## config.mk

```make
export PLATFORM = sky130hd
export DESIGN_NAME = nelr_ctrl
export DESIGN_NICKNAME = d
export VERILOG_FILES = /design/src/hdl/nelr_pkg.sv /design/src/hdl/nelr_ctrl.sv
export VERILOG_INCLUDE_DIRS = /design/src /design/src/hdl
export SDC_FILE = /design/constraint.sdc
export NUM_CORES = 1
export LEC_CHECK = 0
export ABC_AREA = 1
export BUFFER_PORTS_ARGS = -buffer_cell sky130_fd_sc_hd__buf_2
export CAP_MARGIN = 20
export CELL_PAD_IN_SITES_DETAIL_PLACEMENT = 0
export CELL_PAD_IN_SITES_GLOBAL_PLACEMENT = 2
export CORE_AREA = 2 2 39 41
export CTS_CLUSTER_DIAMETER = 80
export CTS_CLUSTER_SIZE = 16
export DETAILED_ROUTE_END_ITERATION = 7
export DIE_AREA = 0 0 41 43
export PLACE_DENSITY = 0.54
export SLEW_MARGIN = 20
export SYNTH_ARGS = -nofsm -noshare
export SYNTH_HDL_FRONTEND = slang
export SYNTH_SLANG_ARGS = --single-unit
```

## constraint.sdc

```tcl
create_clock -name clk_i -period 3.6 [get_ports clk_i]
set_clock_uncertainty 0.2 [all_clocks]
set_input_delay 0.9 -clock clk_i [delete_from_list [all_inputs] [get_ports clk_i]]
set_output_delay 0.9 -clock clk_i [all_outputs]
set_load 0.1 [all_outputs]
```

## src/hdl/assert_macros.svh

```systemverilog
// Assertion macros shared by the loop recorder modules.
`ifndef ASSERT_MACROS_SVH
`define ASSERT_MACROS_SVH

// Checks a condition at every clock edge outside reset.
`define NELR_ASSERT_ALWAYS(lbl, cond, msg) \
  lbl: assert property (@(posedge clk_i) disable iff (!rst_ni) (cond)) else $error(msg);

// Checks that a trigger is followed by a condition in the next cycle.
`define NELR_ASSERT_NEXT(lbl, trig, cond, msg) \
  lbl: assert property (@(posedge clk_i) disable iff (!rst_ni) (trig) |=> (cond)) \
    else $error(msg);

`endif

```

## src/hdl/nelr_pkg.sv

```systemverilog
// Types and constants shared by the note event loop recorder modules.
package nelr_pkg;

  localparam int unsigned TIME_W     = 32;
  localparam int unsigned NOTE_W     = 8;
  localparam int unsigned POS_W      = 8;
  localparam int unsigned REM_W      = 5;
  localparam int unsigned QUANT_STEP = 24;
  localparam int unsigned QUANT_HALF = 12;

  typedef enum logic [2:0] {
    OP_TICK       = 3'd0,
    OP_PLAY_TICK  = 3'd1,
    OP_FIRST_NOTE = 3'd2,
    OP_FIRST_NULL = 3'd3,
    OP_NOTE_START = 3'd4,
    OP_NOTE_STOP  = 3'd5,
    OP_STOP_REC   = 3'd6,
    OP_REWIND     = 3'd7
  } op_e;

  typedef enum logic [1:0] {
    KIND_NONE  = 2'd0,
    KIND_START = 2'd1,
    KIND_STOP  = 2'd2,
    KIND_END   = 2'd3
  } kind_e;

  typedef enum logic [1:0] {
    ACT_NONE  = 2'd0,
    ACT_START = 2'd1,
    ACT_STOP  = 2'd2
  } action_e;

  typedef struct packed {
    logic [TIME_W-1:0] ev_time;
    logic [NOTE_W-1:0] ev_note;
    kind_e             ev_kind;
  } entry_t;

  typedef struct packed {
    logic clr_we;
    logic accept;
    logic commit;
  } ctrl_cmd_t;

  typedef struct packed {
    logic clear_last;
  } dp_stat_t;

endpackage

```

## src/hdl/nelr_ctrl.sv

```systemverilog
// Controller state machine: clearing pass, item accept and result commit.
`include "assert_macros.svh"

module nelr_ctrl (
  input  logic                clk_i,
  input  logic                rst_ni,
  input  logic                in_valid_i,
  output logic                in_ready_o,
  output logic                out_valid_o,
  input  logic                out_ready_i,
  input  nelr_pkg::dp_stat_t  stat_i,
  output nelr_pkg::ctrl_cmd_t cmd_o
);
  import nelr_pkg::*;

  localparam logic [1:0] ST_CLEAR = 2'd0;
  localparam logic [1:0] ST_IDLE  = 2'd1;
  localparam logic [1:0] ST_EXEC  = 2'd2;

  logic [1:0] state_q, state_d;
  logic       out_valid_q, out_valid_d;
  logic       accept, commit;

  assign in_ready_o = (state_q == ST_IDLE);
  assign accept     = in_valid_i && in_ready_o;
  // The result may only be committed once the output register is free or being drained.
  assign commit     = (state_q == ST_EXEC) && (!out_valid_q || out_ready_i);

  assign cmd_o.clr_we = (state_q == ST_CLEAR);
  assign cmd_o.accept = accept;
  assign cmd_o.commit = commit;
  assign out_valid_o  = out_valid_q;

  always_comb begin
    state_d = state_q;
    unique case (state_q)
      ST_CLEAR: begin
        if (stat_i.clear_last) begin
          state_d = ST_IDLE;
        end
      end
      ST_IDLE: begin
        if (accept) begin
          state_d = ST_EXEC;
        end
      end
      ST_EXEC: begin
        if (commit) begin
          state_d = ST_IDLE;
        end
      end
      default: begin
        state_d = ST_IDLE;
      end
    endcase
  end

  always_comb begin
    if (commit) begin
      out_valid_d = 1'b1;
    end else if (out_ready_i) begin
      out_valid_d = 1'b0;
    end else begin
      out_valid_d = out_valid_q;
    end
  end

  always_ff @(posedge clk_i or negedge rst_ni) begin
    if (!rst_ni) begin
      state_q     <= ST_CLEAR;
      out_valid_q <= 1'b0;
    end else begin
      state_q     <= state_d;
      out_valid_q <= out_valid_d;
    end
  end

  `NELR_ASSERT_NEXT(a_accept_to_exec, accept, (state_q == ST_EXEC) && !in_ready_o, "accept did not enter exec")
  `NELR_ASSERT_ALWAYS(a_clear_no_result, (state_q != ST_CLEAR) || !out_valid_q, "result during clear")
  `NELR_ASSERT_NEXT(a_commit_valid, commit, out_valid_q, "committed result not presented")

endmodule

```

==> results.cfg <==
[floorplanning]
fp.dieH_um = 43
rows = 14
start_util = 0.123
ioPinCount = 10
core_sq_um = 1380
die_w_um = 41
dieArea_sq_um = 1760

[min_path]
hold_class = primary input to asynchronous set/reset pin

[setup_path]
crit_arrival_ps = 1550
critPathCaptureType = output port
reg2reg_depth = 4
crit_type = primary input to output port
required_ps = 2500
r2r-start = state_q[0]
timing.reg2reg.setup_slack_ps = 2530
startpoint_type = primary input
crit_path_max_fanout = 2
reg2reg_to = state_q[0]

[detailed_routing]
num_vias = 173
drt-total-wl_um = 396
viasPerCell = 3.39
ant_nets = 0
drc = 0
drt_iter0_drc = 1
wl_per_cell_um = 7.76
drtPass1Iterations = 2

[final_layout]
drive_above_1_share = 0.371
layout-area-overhead-vs-synth_pct = 44.9
nets = 41
mostFrequentLayoutCells = 9 x buf_2, 6 x inv_1, 6 x nor2_1
antenna_cells = 0
final_common_cell = buf_2

[placement]
place_congestion = 0.603
port_buffers = 9
place_hpwl_um = 321

[flow_run]
cap_violations = 0

[timing]
setup_viol = 0
period_share = 0.735
fmax_mhz = 378
tightest_slew_ps = 486
slew_headroom = 0.678
finalHoldViolCount = 0
fin_crit_ps = 2650
tns_ps = 0
grt_setup_unrepaired = false
maxSlewViolCount = 0

[cts]
insertion_delay_ps = 240
clkTransAtPathRegs_ps = 40
cts_tree = built
cts_made_buffers = 3
clkSinkCount = 3
h-tree-depth = 1
clockBufferDepth = 2
cts_setup_buffers = 0
ctsHoldBuffers = 0
clockRootBuffer = clkbuf_4
cts_resized = 0

[yosys]
synth_nets = 29
synth_area_sq_um = 170
post_synth.cell_area_avg_sq_um = 7.09
synthCells = 24
yosysSeqAreaShare = 0.441
synth_seq_cells = 3
ys.warnings.count = 0
synth_cell_types = 8

[global_route]
grt_util_all_layers = 0.0604
grt_pass1_vias = 179
antenna_found_initial = 0
grt_overflow = 0
grt_max_degree = 5
grt_pass1_wl_um = 641

[run_status]
status = finished clean
==> flip-flops by register name, indices dropped and copies added, names as in the netlist <==
register,count
out_valid_o,1
state_q,2
==> logic make-up (layout without fill, tap and decap cells) <==
family	after synthesis	in the layout	synth area share
flip-flops	3	3	0.441
AND/OR/NAND/NOR	10	10	0.235
AO/OA/AOI/OAI	3	3	0.103
buffers and inverters	8	19	0.221
==> worst max path at each step <==
stage	from	endpoint	cells past startpoint
final	out_ready_i	cmd_o[0]	4
after global routing	out_ready_i	cmd_o[0]	4
after CTS	out_ready_i	cmd_o[0]	4
after detailed placement	out_ready_i	cmd_o[0]	4
after global placement	out_ready_i	cmd_o[0]	4
after floorplan	state_q[0]	cmd_o[2]	1
==> final cells by class <==
class | count | area (sq um)
clock buffers | 4 | 26.3
fillers | 162 | 1140
repair buffers | 9 | 45.0
well taps | 16 | 20.0
flip-flops and latches | 3 | 75.1
inverters | 6 | 22.5
multi-input cells | 13 | 57.6
==> synth_stat cells (all sizes together) <==
| master | number | share of area |
|---|---|---|
| inv | 6 | 0.13 |
| nor2 | 6 | 0.13 |
| nand2 | 4 | 0.10 |
| dfrtp | 3 | 0.44 |
| buf | 2 | 0.088 |
| o21ai | 2 | 0.059 |
| o21bai | 1 | 0.044 |
==> layer usage <==
layer | share of wire | routed length, um | GRT usage
met5 | 0 | 0 | 0
met4 | 0.053 | 21 | 0.0800
met3 | 0.14 | 56 | 0.0314
met2 | 0.39 | 156 | 0.0719
met1 | 0.41 | 161 | 0.0615
==> through the flow <==
step | setup WS, ps | hold WS [ps] | utilization | instance area (sq um) | std cells
after global routing | 916 | 249 | 0.178 | 246 | 51
final | 953 | 250 | 0.178 | 246 | 51
after global placement | 955 | 336 | 0.159 | 220 | 47
after CTS | 945 | 243 | 0.178 | 246 | 51
after floorplan | 816 | 351 | - | 170 | 24
after detailed placement | 947 | 378 | 0.159 | 220 | 47
==> critical path: stages <==
cell and delay [ps]:
buf_2 90, nor2_1 50, nor2_1 90, buf_2 430
Power is left out: the tool's default activity adds up to more than one toggle a clock period on the data nets, which glitch-free logic cannot reach.
